--- src/rtl/cbpe_pkg.sv ---
// ----------------------------------------------------------------------------
// cbpe_pkg
// Shared types and constants of the context bit probability estimator.
// ----------------------------------------------------------------------------
package cbpe_pkg;

    // default geometry
    localparam int CONTEXT_BITS_DEF = 4;
    localparam int COUNT_WIDTH_DEF  = 16;
    localparam int QUEUE_DEPTH      = 4;

    // widest context and count that the classified item and the job can carry
    localparam int CTX_MAX_BITS = 12;
    localparam int CNT_MAX_W    = 32;

    // result field widths
    localparam int PROB_W    = 14;
    localparam int CTX_OUT_W = 4;
    localparam int CNT_OUT_W = 16;
    localparam int TOT_OUT_W = 17;

    localparam int PROB_SCALE = 10000;
    localparam int PROB_HALF  = 5000;

    // configuration port
    localparam int APB_DATA_W = 32;
    localparam int APB_ADDR_W = 3;
    localparam int CFG_W      = 8;
    localparam logic [CFG_W-1:0] INIT_COUNT_RST = 8'd1;
    localparam logic [APB_ADDR_W-3:0] REG_INITIAL_COUNT = 1'b0;

    typedef struct packed {
        logic bit_value;
        logic new_sequence;
    } t_in_item;

    typedef struct packed {
        logic [PROB_W-1:0]    probability_hundredths;
        logic                 warming_up;
        logic [CTX_OUT_W-1:0] context_code;
        logic [CNT_OUT_W-1:0] count_of_digit;
        logic [TOT_OUT_W-1:0] count_total;
    } t_out_item;

    // item after the front has classified it
    typedef struct packed {
        logic                    bit_value;
        logic                    new_sequence;
        logic                    warm;
        logic [CTX_MAX_BITS-1:0] ctx;
    } t_cls_item;

    // lookup result handed from the count table to the divider
    typedef struct packed {
        logic                    warm;
        logic [CTX_MAX_BITS-1:0] ctx;
        logic [CNT_MAX_W-1:0]    cnt;
        logic [CNT_MAX_W:0]      tot;
    } t_job;

endpackage

--- src/rtl/cbpe_stream_if.sv ---
// ----------------------------------------------------------------------------
// cbpe_stream_if
// Valid/ready channel carrying one payload item per handshake.
// ----------------------------------------------------------------------------
interface cbpe_stream_if #(
    parameter type T = logic
);
    logic valid;
    logic ready;
    T     payload;

    modport source (output valid, output payload, input ready);
    modport sink   (input valid, input payload, output ready);
endinterface

--- src/rtl/cbpe_front.sv ---
// ----------------------------------------------------------------------------
// cbpe_front
// Tracks the digit history and tags each item as warm-up or full context.
// ----------------------------------------------------------------------------
module cbpe_front #(
    parameter int CONTEXT_BITS = cbpe_pkg::CONTEXT_BITS_DEF
) (
    input  logic                 i_clk,
    input  logic                 i_rst_n,
    input  cbpe_pkg::t_in_item   i_item,
    input  logic                 i_valid,
    output logic                 o_ready,
    output cbpe_pkg::t_cls_item  o_cls,
    output logic                 o_valid,
    input  logic                 i_ready
);
    localparam int FILL_W = $clog2(CONTEXT_BITS + 1);

    logic [CONTEXT_BITS-1:0] r_hist, n_hist, hist_eff;
    logic [FILL_W-1:0]       r_fill, n_fill, fill_eff;
    logic                    warm;
    logic                    accept;

    always_comb begin
        hist_eff = i_item.new_sequence ? '0 : r_hist;
        fill_eff = i_item.new_sequence ? '0 : r_fill;
        warm     = fill_eff < FILL_W'(CONTEXT_BITS);
        n_fill   = warm ? fill_eff + FILL_W'(1) : fill_eff;
        // newest digit enters at the msb
        n_hist   = (hist_eff >> 1) |
                   (CONTEXT_BITS'(i_item.bit_value) << (CONTEXT_BITS - 1));
    end

    assign accept  = i_valid && i_ready;
    assign o_ready = i_ready;
    assign o_valid = i_valid;

    always_comb begin
        o_cls.bit_value    = i_item.bit_value;
        o_cls.new_sequence = i_item.new_sequence;
        o_cls.warm         = warm;
        o_cls.ctx          = warm ? '0 : cbpe_pkg::CTX_MAX_BITS'(hist_eff);
    end

    always_ff @(posedge i_clk) begin
        if (!i_rst_n) begin
            r_hist <= '0;
            r_fill <= '0;
        end else if (accept) begin
            r_hist <= n_hist;
            r_fill <= n_fill;
        end
    end

endmodule

--- src/rtl/cbpe_fifo.sv ---
// ----------------------------------------------------------------------------
// cbpe_fifo
// Short queue between the classifying front and the counting back end.
// ----------------------------------------------------------------------------
module cbpe_fifo #(
    parameter type T     = logic,
    parameter int  DEPTH = cbpe_pkg::QUEUE_DEPTH
) (
    input  logic i_clk,
    input  logic i_rst_n,
    input  T     i_data,
    input  logic i_valid,
    output logic o_ready,
    output T     o_data,
    output logic o_valid,
    input  logic i_ready
);
    localparam int AW = (DEPTH > 1) ? $clog2(DEPTH) : 1;
    localparam int CW = $clog2(DEPTH + 1);

    T               r_mem [DEPTH];
    logic [AW-1:0]  r_wptr, r_rptr;
    logic [CW-1:0]  r_cnt;
    logic           push, pop;

    assign o_ready = r_cnt != CW'(DEPTH);
    assign o_valid = r_cnt != '0;
    assign o_data  = r_mem[r_rptr];
    assign push    = i_valid && o_ready;
    assign pop     = o_valid && i_ready;

    always_ff @(posedge i_clk) begin
        if (push) begin
            r_mem[r_wptr] <= i_data;
        end
    end

    always_ff @(posedge i_clk) begin
        if (!i_rst_n) begin
            r_wptr <= '0;
            r_rptr <= '0;
            r_cnt  <= '0;
        end else begin
            if (push) begin
                r_wptr <= (r_wptr == AW'(DEPTH - 1)) ? '0 : r_wptr + AW'(1);
            end
            if (pop) begin
                r_rptr <= (r_rptr == AW'(DEPTH - 1)) ? '0 : r_rptr + AW'(1);
            end
            if (push && !pop) begin
                r_cnt <= r_cnt + CW'(1);
            end else if (pop && !push) begin
                r_cnt <= r_cnt - CW'(1);
            end
        end
    end

endmodule

--- src/rtl/cbpe_table.sv ---
// ----------------------------------------------------------------------------
// cbpe_table
// Zero and one count memories: restore sweep and read-modify-write per full-context item.
// ----------------------------------------------------------------------------
module cbpe_table #(
    parameter int CONTEXT_BITS = cbpe_pkg::CONTEXT_BITS_DEF,
    parameter int COUNT_WIDTH  = cbpe_pkg::COUNT_WIDTH_DEF
) (
    input  logic                       i_clk,
    input  logic                       i_rst_n,
    input  logic [cbpe_pkg::CFG_W-1:0] i_init_count,
    input  cbpe_pkg::t_cls_item        i_cls,
    input  logic                       i_valid,
    output logic                       o_ready,
    output cbpe_pkg::t_job             o_job,
    output logic                       o_valid,
    input  logic                       i_ready
);
    localparam int DEPTH = 1 << CONTEXT_BITS;

    typedef enum logic {S_IDLE, S_CALC} t_state;

    logic [COUNT_WIDTH-1:0]  r_zero_mem [DEPTH];
    logic [COUNT_WIDTH-1:0]  r_one_mem  [DEPTH];
    logic [COUNT_WIDTH-1:0]  r_rd_zero, r_rd_one;

    t_state                  r_state;
    logic                    r_bit;
    logic [CONTEXT_BITS-1:0] r_ctx;
    logic                    r_job_valid;
    cbpe_pkg::t_job          r_job;

    logic                    r_sweep_busy;
    logic [CONTEXT_BITS-1:0] r_sweep_idx;
    logic [COUNT_WIDTH-1:0]  r_sweep_base;

    logic                    job_free, pop, fire_calc;
    logic [CONTEXT_BITS-1:0] rd_addr, waddr;
    logic [COUNT_WIDTH-1:0]  cnt, n_cnt, wd_zero, wd_one;
    logic [COUNT_WIDTH:0]    tot;
    logic                    we_zero, we_one;

    assign job_free  = !r_job_valid || i_ready;
    // full-context items wait for the restore sweep, warm-up ones do not
    assign o_ready   = (r_state == S_IDLE) && (i_cls.warm ? job_free : !r_sweep_busy);
    assign pop       = i_valid && o_ready;
    assign fire_calc = (r_state == S_CALC) && job_free;
    // keep reading the same context while the lookup waits for the divider
    assign rd_addr   = (r_state == S_CALC) ? r_ctx : CONTEXT_BITS'(i_cls.ctx);

    always_comb begin
        cnt   = r_bit ? r_rd_one : r_rd_zero;
        tot   = {1'b0, r_rd_zero} + {1'b0, r_rd_one};
        n_cnt = (&cnt) ? cnt : cnt + COUNT_WIDTH'(1);
    end

    always_comb begin
        waddr   = r_sweep_busy ? r_sweep_idx : r_ctx;
        we_zero = r_sweep_busy || (fire_calc && !r_bit);
        we_one  = r_sweep_busy || (fire_calc && r_bit);
        wd_zero = r_sweep_busy ? r_sweep_base : n_cnt;
        wd_one  = r_sweep_busy ? r_sweep_base : n_cnt;
    end

    always_ff @(posedge i_clk) begin
        if (we_zero) begin
            r_zero_mem[waddr] <= wd_zero;
        end
        r_rd_zero <= r_zero_mem[rd_addr];
    end

    always_ff @(posedge i_clk) begin
        if (we_one) begin
            r_one_mem[waddr] <= wd_one;
        end
        r_rd_one <= r_one_mem[rd_addr];
    end

    // restore sweep after reset and on every new sequence
    always_ff @(posedge i_clk) begin
        if (!i_rst_n) begin
            r_sweep_busy <= 1'b1;
            r_sweep_idx  <= '0;
            r_sweep_base <= COUNT_WIDTH'(cbpe_pkg::INIT_COUNT_RST);
        end else if (pop && i_cls.new_sequence) begin
            r_sweep_busy <= 1'b1;
            r_sweep_idx  <= '0;
            r_sweep_base <= COUNT_WIDTH'(i_init_count);
        end else if (r_sweep_busy) begin
            if (r_sweep_idx == '1) begin
                r_sweep_busy <= 1'b0;
            end
            r_sweep_idx <= r_sweep_idx + CONTEXT_BITS'(1);
        end
    end

    always_ff @(posedge i_clk) begin
        if (!i_rst_n) begin
            r_state     <= S_IDLE;
            r_job_valid <= 1'b0;
        end else begin
            unique case (r_state)
                S_IDLE: begin
                    if (pop && !i_cls.warm) begin
                        r_bit   <= i_cls.bit_value;
                        r_ctx   <= rd_addr;
                        r_state <= S_CALC;
                    end
                end
                S_CALC: begin
                    if (fire_calc) begin
                        r_state <= S_IDLE;
                    end
                end
                default: r_state <= S_IDLE;
            endcase

            if (pop && i_cls.warm) begin
                r_job_valid <= 1'b1;
                r_job.warm  <= 1'b1;
                r_job.ctx   <= '0;
                r_job.cnt   <= '0;
                r_job.tot   <= '0;
            end else if (fire_calc) begin
                r_job_valid <= 1'b1;
                r_job.warm  <= 1'b0;
                r_job.ctx   <= cbpe_pkg::CTX_MAX_BITS'(r_ctx);
                r_job.cnt   <= cbpe_pkg::CNT_MAX_W'(cnt);
                r_job.tot   <= (cbpe_pkg::CNT_MAX_W + 1)'(tot);
            end else if (i_ready) begin
                r_job_valid <= 1'b0;
            end
        end
    end

    assign o_job   = r_job;
    assign o_valid = r_job_valid;

endmodule

--- src/rtl/cbpe_divider.sv ---
// ----------------------------------------------------------------------------
// cbpe_divider
// Rounded probability in hundredths of a percent by restoring division.
// ----------------------------------------------------------------------------
module cbpe_divider #(
    parameter int COUNT_WIDTH = cbpe_pkg::COUNT_WIDTH_DEF
) (
    input  logic                i_clk,
    input  logic                i_rst_n,
    input  cbpe_pkg::t_job      i_job,
    input  logic                i_valid,
    output logic                o_ready,
    output cbpe_pkg::t_out_item o_item,
    output logic                o_valid,
    input  logic                i_ready
);
    localparam int PW     = cbpe_pkg::PROB_W;
    localparam int TOT_W  = COUNT_WIDTH + 1;
    localparam int NUM_W  = COUNT_WIDTH + PW;
    localparam int STEP_W = $clog2(PW);

    typedef enum logic [2:0] {
        S_IDLE, S_MUL, S_ADD, S_DIV, S_DONE
    } t_state;

    t_state                        r_state;
    logic                          r_warm;
    logic [cbpe_pkg::CTX_MAX_BITS-1:0] r_ctx;
    logic [COUNT_WIDTH-1:0]        r_cnt;
    logic [TOT_W-1:0]              r_tot;
    logic [NUM_W-1:0]              r_rem, r_dvs;
    logic [PW-1:0]                 r_quot;
    logic [STEP_W-1:0]             r_step;
    logic                          r_out_valid;
    cbpe_pkg::t_out_item           r_out;

    logic [COUNT_WIDTH-1:0]        job_cnt;
    logic [TOT_W-1:0]              job_tot;
    logic                          ge, out_free;

    assign o_ready  = r_state == S_IDLE;
    assign job_cnt  = COUNT_WIDTH'(i_job.cnt);
    assign job_tot  = TOT_W'(i_job.tot);
    assign ge       = r_rem >= r_dvs;
    assign out_free = !r_out_valid || i_ready;

    always_ff @(posedge i_clk) begin
        if (!i_rst_n) begin
            r_state     <= S_IDLE;
            r_out_valid <= 1'b0;
        end else begin
            unique case (r_state)
                S_IDLE: begin
                    if (i_valid) begin
                        r_warm <= i_job.warm;
                        r_ctx  <= i_job.ctx;
                        r_cnt  <= job_cnt;
                        r_tot  <= job_tot;
                        // no prediction, or both counts zero: report one half
                        if (i_job.warm || job_tot == '0) begin
                            r_quot  <= PW'(cbpe_pkg::PROB_HALF);
                            r_state <= S_DONE;
                        end else begin
                            r_state <= S_MUL;
                        end
                    end
                end
                S_MUL: begin
                    r_rem   <= NUM_W'(r_cnt) * NUM_W'(cbpe_pkg::PROB_SCALE);
                    r_state <= S_ADD;
                end
                S_ADD: begin
                    // half the divisor added for round to nearest
                    r_rem   <= r_rem + NUM_W'(r_tot >> 1);
                    r_dvs   <= NUM_W'(r_tot) << (PW - 1);
                    r_quot  <= '0;
                    r_step  <= STEP_W'(PW - 1);
                    r_state <= S_DIV;
                end
                S_DIV: begin
                    if (ge) begin
                        r_rem <= r_rem - r_dvs;
                    end
                    r_quot <= {r_quot[PW-2:0], ge};
                    r_dvs  <= r_dvs >> 1;
                    r_step <= r_step - STEP_W'(1);
                    if (r_step == '0) begin
                        r_state <= S_DONE;
                    end
                end
                S_DONE: begin
                    if (out_free) begin
                        r_state <= S_IDLE;
                    end
                end
                default: r_state <= S_IDLE;
            endcase

            if (r_state == S_DONE && out_free) begin
                r_out_valid                  <= 1'b1;
                r_out.probability_hundredths <= r_quot;
                r_out.warming_up             <= r_warm;
                r_out.context_code           <= cbpe_pkg::CTX_OUT_W'(r_ctx);
                r_out.count_of_digit         <= cbpe_pkg::CNT_OUT_W'(r_cnt);
                r_out.count_total            <= cbpe_pkg::TOT_OUT_W'(r_tot);
            end else if (i_ready) begin
                r_out_valid <= 1'b0;
            end
        end
    end

    assign o_item  = r_out;
    assign o_valid = r_out_valid;

endmodule

--- src/rtl/context_bit_probability_estimator.sv ---
// ----------------------------------------------------------------------------
// context_bit_probability_estimator
// Order-k context model: predicts each binary digit from per-context counts.
// ----------------------------------------------------------------------------
//  channel    direction  handshake          payload
//  i_bit      in         valid / ready      bit_value, new_sequence
//  o_result   out        valid / ready      probability_hundredths, warming_up,
//                                           context_code, count_of_digit,
//                                           count_total
//  apb        in         psel/penable       initial_count at byte address 0
//
//  a warm-up item skips the count lookup and the division; a full-context item
//  is looked up in the count table and divided in the divider, which makes one
//  quotient bit per cycle and takes no new job until its result is registered
//  after reset and after each new_sequence item a restore sweep writes every
//  entry of the count memories; full-context items wait for it
//  a four-entry queue sits between the history front and the count table,
//  and the result register lets the divider finish while the output stalls
// ----------------------------------------------------------------------------
module context_bit_probability_estimator #(
    parameter int CONTEXT_BITS = cbpe_pkg::CONTEXT_BITS_DEF,
    parameter int COUNT_WIDTH  = cbpe_pkg::COUNT_WIDTH_DEF
) (
    input  logic                            i_clk,
    input  logic                            i_rst_n,
    input  logic                            psel,
    input  logic                            penable,
    input  logic                            pwrite,
    input  logic [cbpe_pkg::APB_ADDR_W-1:0] paddr,
    input  logic [cbpe_pkg::APB_DATA_W-1:0] pwdata,
    output logic [cbpe_pkg::APB_DATA_W-1:0] prdata,
    output logic                            pready,
    cbpe_stream_if.sink                     i_bit,
    cbpe_stream_if.source                   o_result
);
    logic [cbpe_pkg::CFG_W-1:0] r_init_count;
    logic                       cfg_hit;

    cbpe_pkg::t_cls_item        front_cls, q_cls;
    logic                       front_valid, front_ready;
    logic                       q_valid, q_ready;
    cbpe_pkg::t_job             job;
    logic                       job_valid, job_ready;

    // configuration register
    assign pready  = 1'b1;
    assign cfg_hit = paddr[cbpe_pkg::APB_ADDR_W-1:2] == cbpe_pkg::REG_INITIAL_COUNT;
    assign prdata  = cfg_hit ? cbpe_pkg::APB_DATA_W'(r_init_count) : '0;

    always_ff @(posedge i_clk) begin
        if (!i_rst_n) begin
            r_init_count <= cbpe_pkg::INIT_COUNT_RST;
        end else if (psel && penable && pwrite && pready && cfg_hit) begin
            r_init_count <= pwdata[cbpe_pkg::CFG_W-1:0];
        end
    end

    cbpe_front #(
        .CONTEXT_BITS (CONTEXT_BITS)
    ) u_front (
        .i_clk   (i_clk),
        .i_rst_n (i_rst_n),
        .i_item  (i_bit.payload),
        .i_valid (i_bit.valid),
        .o_ready (i_bit.ready),
        .o_cls   (front_cls),
        .o_valid (front_valid),
        .i_ready (front_ready)
    );

    cbpe_fifo #(
        .T     (cbpe_pkg::t_cls_item),
        .DEPTH (cbpe_pkg::QUEUE_DEPTH)
    ) u_queue (
        .i_clk   (i_clk),
        .i_rst_n (i_rst_n),
        .i_data  (front_cls),
        .i_valid (front_valid),
        .o_ready (front_ready),
        .o_data  (q_cls),
        .o_valid (q_valid),
        .i_ready (q_ready)
    );

    cbpe_table #(
        .CONTEXT_BITS (CONTEXT_BITS),
        .COUNT_WIDTH  (COUNT_WIDTH)
    ) u_table (
        .i_clk        (i_clk),
        .i_rst_n      (i_rst_n),
        .i_init_count (r_init_count),
        .i_cls        (q_cls),
        .i_valid      (q_valid),
        .o_ready      (q_ready),
        .o_job        (job),
        .o_valid      (job_valid),
        .i_ready      (job_ready)
    );

    cbpe_divider #(
        .COUNT_WIDTH (COUNT_WIDTH)
    ) u_div (
        .i_clk   (i_clk),
        .i_rst_n (i_rst_n),
        .i_job   (job),
        .i_valid (job_valid),
        .o_ready (job_ready),
        .o_item  (o_result.payload),
        .o_valid (o_result.valid),
        .i_ready (o_result.ready)
    );

endmodule

--- src/flat_wrapper.sv ---
// flat-port wrapper written by rule: the top's interface ports become plain ports
module context_bit_probability_estimator_flat 
#(
    parameter int CONTEXT_BITS = cbpe_pkg::CONTEXT_BITS_DEF,
    parameter int COUNT_WIDTH  = cbpe_pkg::COUNT_WIDTH_DEF
)
  (i_clk, i_rst_n, psel, penable, pwrite, paddr, pwdata, prdata, pready, i_bit_valid, i_bit_payload, i_bit_ready, o_result_valid, o_result_payload, o_result_ready);
  cbpe_stream_if #(.T(cbpe_pkg::t_in_item)) i_bit_i ();
  cbpe_stream_if #(.T(cbpe_pkg::t_out_item)) o_result_i ();
  input  logic i_clk;
  input  logic i_rst_n;
  input  logic psel;
  input  logic penable;
  input  logic pwrite;
  input  logic [cbpe_pkg::APB_ADDR_W-1:0] paddr;
  input  logic [cbpe_pkg::APB_DATA_W-1:0] pwdata;
  output logic [cbpe_pkg::APB_DATA_W-1:0] prdata;
  output logic pready;
  input wire logic [$bits(i_bit_i.valid)-1:0] i_bit_valid;
  input wire logic [$bits(i_bit_i.payload)-1:0] i_bit_payload;
  output wire logic [$bits(i_bit_i.ready)-1:0] i_bit_ready;
  output wire logic [$bits(o_result_i.valid)-1:0] o_result_valid;
  output wire logic [$bits(o_result_i.payload)-1:0] o_result_payload;
  input wire logic [$bits(o_result_i.ready)-1:0] o_result_ready;
  assign i_bit_i.valid = i_bit_valid;
  assign i_bit_i.payload = i_bit_payload;
  assign i_bit_ready = i_bit_i.ready;
  assign o_result_valid = o_result_i.valid;
  assign o_result_payload = o_result_i.payload;
  assign o_result_i.ready = o_result_ready;
  context_bit_probability_estimator #(.CONTEXT_BITS(CONTEXT_BITS), .COUNT_WIDTH(COUNT_WIDTH)) u_core (.i_clk(i_clk), .i_rst_n(i_rst_n), .psel(psel), .penable(penable), .pwrite(pwrite), .paddr(paddr), .pwdata(pwdata), .prdata(prdata), .pready(pready), .i_bit(i_bit_i), .o_result(o_result_i));
endmodule
--- config.mk ---
export PLATFORM = sky130hd
export DESIGN_NAME = context_bit_probability_estimator_flat
export DESIGN_NICKNAME = d
export VERILOG_FILES = /design/src/rtl/cbpe_pkg.sv /design/src/rtl/cbpe_stream_if.sv /design/src/rtl/cbpe_front.sv /design/src/rtl/cbpe_fifo.sv /design/src/rtl/cbpe_table.sv /design/src/rtl/cbpe_divider.sv /design/src/rtl/context_bit_probability_estimator.sv /design/src/flat_wrapper.sv
export SDC_FILE = /design/constraint.sdc
export NUM_CORES = 1
export LEC_CHECK = 0
export ABC_AREA = 1
export BUFFER_PORTS_ARGS = -buffer_cell sky130_fd_sc_hd__buf_2
export CAP_MARGIN = 15
export CORE_MARGIN = 2
export CORE_UTILIZATION = 35
export CTS_BUF_LIST = sky130_fd_sc_hd__clkbuf_4 sky130_fd_sc_hd__clkbuf_8 sky130_fd_sc_hd__clkbuf_16
export DETAILED_ROUTE_END_ITERATION = 12
export GPL_TIMING_DRIVEN = 1
export SYNTH_ARGS = -nofsm -noshare
export SYNTH_HDL_FRONTEND = slang
export SYNTH_SLANG_ARGS = --single-unit
--- constraint.sdc ---
create_clock -name i_clk -period 9.3 [get_ports i_clk]
set_input_delay 1.86 -clock i_clk [delete_from_list [all_inputs] [get_ports i_clk]]
set_output_delay 1.86 -clock i_clk [all_outputs]
set_load 0.02 [all_outputs]
==> metrics.txt <==
vias in the first global route=28,800; number of antenna violations at the first check in global routing=0; met1 Track Usage GR=24.1%; largest net degree at the start of global routing=193; met3 track demand over resource in global routing=2.13%; Crit path top cell by count=inv_1; Top FF cell, synth=edfxtp_1; Syn Inst Count=4,548; Root Buffer Master=clkbuf_16; count of pins on the block boundary=131; floorplan die height=352 um; final estimated routing congestion in global placement=0.931; fin worst setup slack=4.56 ns; cell with the biggest individual delay on the critical path=fa_1; H-tree Lvls=3; run status=completed; sequential share of power=31.2%; post-route DRC violation count=0; Layout fillers=11,800; final-layout setup total negative slack=0 ns; CP Data Arrival Time=5.16 ns; power consumption=17.3 mW; Avg Synthesized Cell Area=9.33 um2; max incr delay on CP=0.56 ns; slack of the worst reg-to-reg path=4.56 ns; placeable core region=0.120 mm2; internal power component=9.59 mW; nets=4,847; drt first pass iters=5; Worst-path clk slew=0.06 ns; number of inserted diodes=0; Die Span X=352 um; count of endpoints failing hold in the final timing report=0; yosys warns=0; met2 global-route usage=29.4%; total global-route track usage=17.7%; insertion delay to the later sink of the worst-skew pair=0.69 ns; category of the most critical setup path=reg -> reg; largest fanout on the critical path=5; worst-case setup slack after placement=4.57 ns; grt ovf=0; number of placement rows=127; I/O Buffers=79; Hold Path Sink=u_core.u_div.r_ctx[1]; setup-violating endpoint count in the final report=0; logic gate share of total power=47.9%; worst min path class=reg -> reg; final critical-path required period=4.74 ns; Clock Power Share=20.9%; overall routed net length=112 mm; origin of the critical flop-to-flop path=u_core.u_div.r_cnt[5]; CTS Hold Buffers Added=0; post-detail-place hpwl=72.3 mm; total cell area at the placement stage=0.0445 mm2; Netlist cell types=48; antenna-violating nets left=0; average detailed-routed wire length per instance=17.8 um; areal power density over the cells=362 mW/mm2; post-synthesis instance area=0.0424 mm2; worst-case clock buffer depth=3; via/cell ratio=4.84; Worst Max-Slew Pin Slew=1.16 ns; first-pass GRT wire length=170 mm; Peak Freq=211 MHz; relative area change from synthesis to final layout=12.2%; number of gates resized after CTS=0; final cell area excluding filler cells=0.0476 mm2; number of enable-type register cells in the synthesized netlist=751; post-synthesis async set-or-reset flop share=0%; leakage power of the design=21.1 nW; skew final=0.0629 ns; Num CTS Buffers=89; die area=0.124 mm2; initial core utilization=35.3%; CP required=9.72 ns; period utilisation layout=51.0%; number of setup buffers added after CTS=0; number of clock sinks=826; max-cap violation count=0; nature of the critical path endpoint=flop; violation count after the first detailed-route iteration=2,602; vias=30,500; number of pins exceeding their max-slew limit in the final report=0; Cells on Worst Hold Path=0; global routing's busiest layer=met2; clock tree from TritonCTS=yes; post-layout utilization of the core=39.6%; reg-to-reg critical path endpoint=u_core.u_div.r_rem[18]; register bit count reported by yosys=826; Seq/Total Area, Yosys=56.7%; remaining max-slew budget at the tightest pin=22.6%; CP Launch Type=flop; Worst IR Drop VDD=0.320 mV; r2r worst-path depth=16; HP Start=u_core.u_table.o_job[66]; net switching component of the power=7.67 mW; unrepaired setup endpoints after global routing=false; cell-by-cell trace of the critical path=inv_1, fa_1, inv_1, ha_1, fa_1, ha_1, inv_1, fa_1, inv_1, ha_1, a21oi_1, nor2_1, nor2_1, nand3_1, o21ai_0, nand3_1; share of cells above drive strength 1=7.65%; switching share of power=44.4%
## placed cells by master (no fill, tap or decap), types with 4 or more instances in the layout
cell type	netlist	final
nand2_1	1029	1026
inv_1	857	855
edfxtp_1	751	751
nand3_1	694	693
nor2_1	243	241
nand3b_1	150	150
ha_1	142	142
a21oi_1	112	111
o21ai_0	95	94
clkbuf_16	0	89
buf_2	78	79
dfxtp_1	75	75
buf_4	51	66
fa_1	39	39
nand4_1	25	25
conb_1	2	25
clkbuf_4	0	24
o21ai_1	18	18
or2_2	16	16
nor3_1	15	14
xor2_1	13	13
clkinv_2	0	13
clkinv_1	1	9
o21bai_1	8	8
xnor2_1	8	8
inv_2	6	7
o211ai_1	7	7
bufinv_16	0	7
clkinvlp_4	0	7
nor2_2	4	5
a31oi_1	6	5
a211oi_1	5	5
nand2_2	4	4
inv_6	0	4
clkbuf_8	0	4
clkinv_16	0	4
## state kept, by name, summed over array words and instances (netlist names), 8 cells and up, named ones only
signal / flops
u_core.u_table.r_rd_zero: 16
u_core.u_div.r_cnt: 16
u_core.u_table.r_rd_one: 16
u_core.u_queue.r_mem: 28
u_core.r_init_count: 8
u_core.u_table.r_zero_mem: 256
u_core.u_div.r_dvs: 30
u_core.u_table.o_job: 38
u_core.u_table.r_one_mem: 256
u_core.u_div.r_tot: 17
u_core.u_table.r_sweep_base: 8
u_core.u_div.o_item: 52
u_core.u_div.r_quot: 14
u_core.u_div.r_rem: 30
## worst max-delay path by stage
| stage | start | to | slack [ns] | depth (start not counted) |
|---|---|---|---|---|
| 6_report | u_core.u_div.r_cnt[5] | u_core.u_div.r_rem[18] | 4.56 | 16 |
| 5_1_grt | u_core.u_div.r_cnt[4] | u_core.u_div.r_rem[25] | 4.21 | 21 |
| 3_5_place_dp | u_core.u_div.r_cnt[4] | u_core.u_div.r_rem[25] | 4.57 | 21 |
| 3_3_place_gp | u_core.u_div.r_cnt[4] | u_core.u_div.r_rem[25] | 4.61 | 21 |
| 4_1_cts | u_core.u_div.r_cnt[4] | u_core.u_div.r_rem[25] | 4.55 | 21 |
| 2_1_floorplan | i_rst_n | u_core.u_div.r_cnt[0] | 2.73 | 3 |
## power by group through the flow
stage | clock (mW) | combinational (mW) | sequential [mW]
final | 3.60 | 8.27 | 5.38
after floorplan | 0 | 5.91 | 5.30
after global routing | 3.83 | 9.31 | 5.42
after CTS | 3.68 | 8.28 | 5.38
after detailed placement | 0 | 8.24 | 5.46
after global placement | 0 | 8.16 | 5.45
## cell type report
cell class	instances	area, um2	share of cell area, %
Clock inverter	46	554	1.16
Timing Repair Buffer	151	1020	2.14
Inverter	866	3260	6.84
Multi-Input combinational cell	2688	14200	29.9
Sequential cell	826	24100	50.5
Clock buffer	117	2460	5.17
Tap cell	1612	2020	4.24
## worst max-delay path, delay by kind of cell (launching register included)
kind / cells / cell delay, ns
buffers and inverters: 4 / 0.31
AOI/OAI and AO/OA: 2 / 0.66
adders and majority gates: 6 / 2.50
DFF: 1 / 0.54
and+or+nand+nor: 4 / 0.44
## kinds of logic (layout without fill, tap and decap cells)
kind of cell	after synthesis	count (layout)	synth area share, %
buffers and inverters	1057	1180	10.2
AND/OR/NAND/NOR	2192	2192	23.2
adder cells (fa/ha/maj)	181	181	6.03
other	2	25	0.0177
XOR/XNOR	21	21	0.433
AO/OA/AOI/OAI	269	269	3.44
flip-flops	826	826	56.7
## cells in the mapped netlist (all sizes together) (3+ instances only)
library cell | count | area share, %
nor4 | 3 | 0.044
clkbuf | 52 | 0.46
nand2 | 1033 | 9.2
nand3 | 695 | 8.2
nor2 | 247 | 2.2
buf | 139 | 2.1
a21boi | 3 | 0.062
nand3b | 150 | 2.7
and3 | 3 | 0.044
ha | 142 | 4.2
edfxtp | 751 | 53
inv | 865 | 7.7
xor2 | 13 | 0.27
o21bai | 8 | 0.14
o21ai | 115 | 1.4
a21o | 3 | 0.053
a211oi | 5 | 0.088
xnor2 | 8 | 0.17
or2 | 16 | 0.24
o211ai | 7 | 0.12
nand4 | 25 | 0.37
nor3 | 17 | 0.22
a31oi | 6 | 0.088
fa | 39 | 1.8
a21oi | 113 | 1.3
dfxtp | 75 | 3.5
## metal layers
layer,vias to the layer above,share of wire (%)
li1,15000,-
met1,14600,44
met2,807,47
met3,179,5.6
met4,0,2.8
met5,-,0
## through the flow
step / instances / hold slack [ns]
global placement: 6139 / 0.402
CTS: 6302 / 0.400
finish: 6306 / 0.410
detailed placement: 6139 / 0.405
floorplan: 4571 / 0.400
global route: 6306 / 0.404
Note: power is estimated with default switching activity, not from simulation.
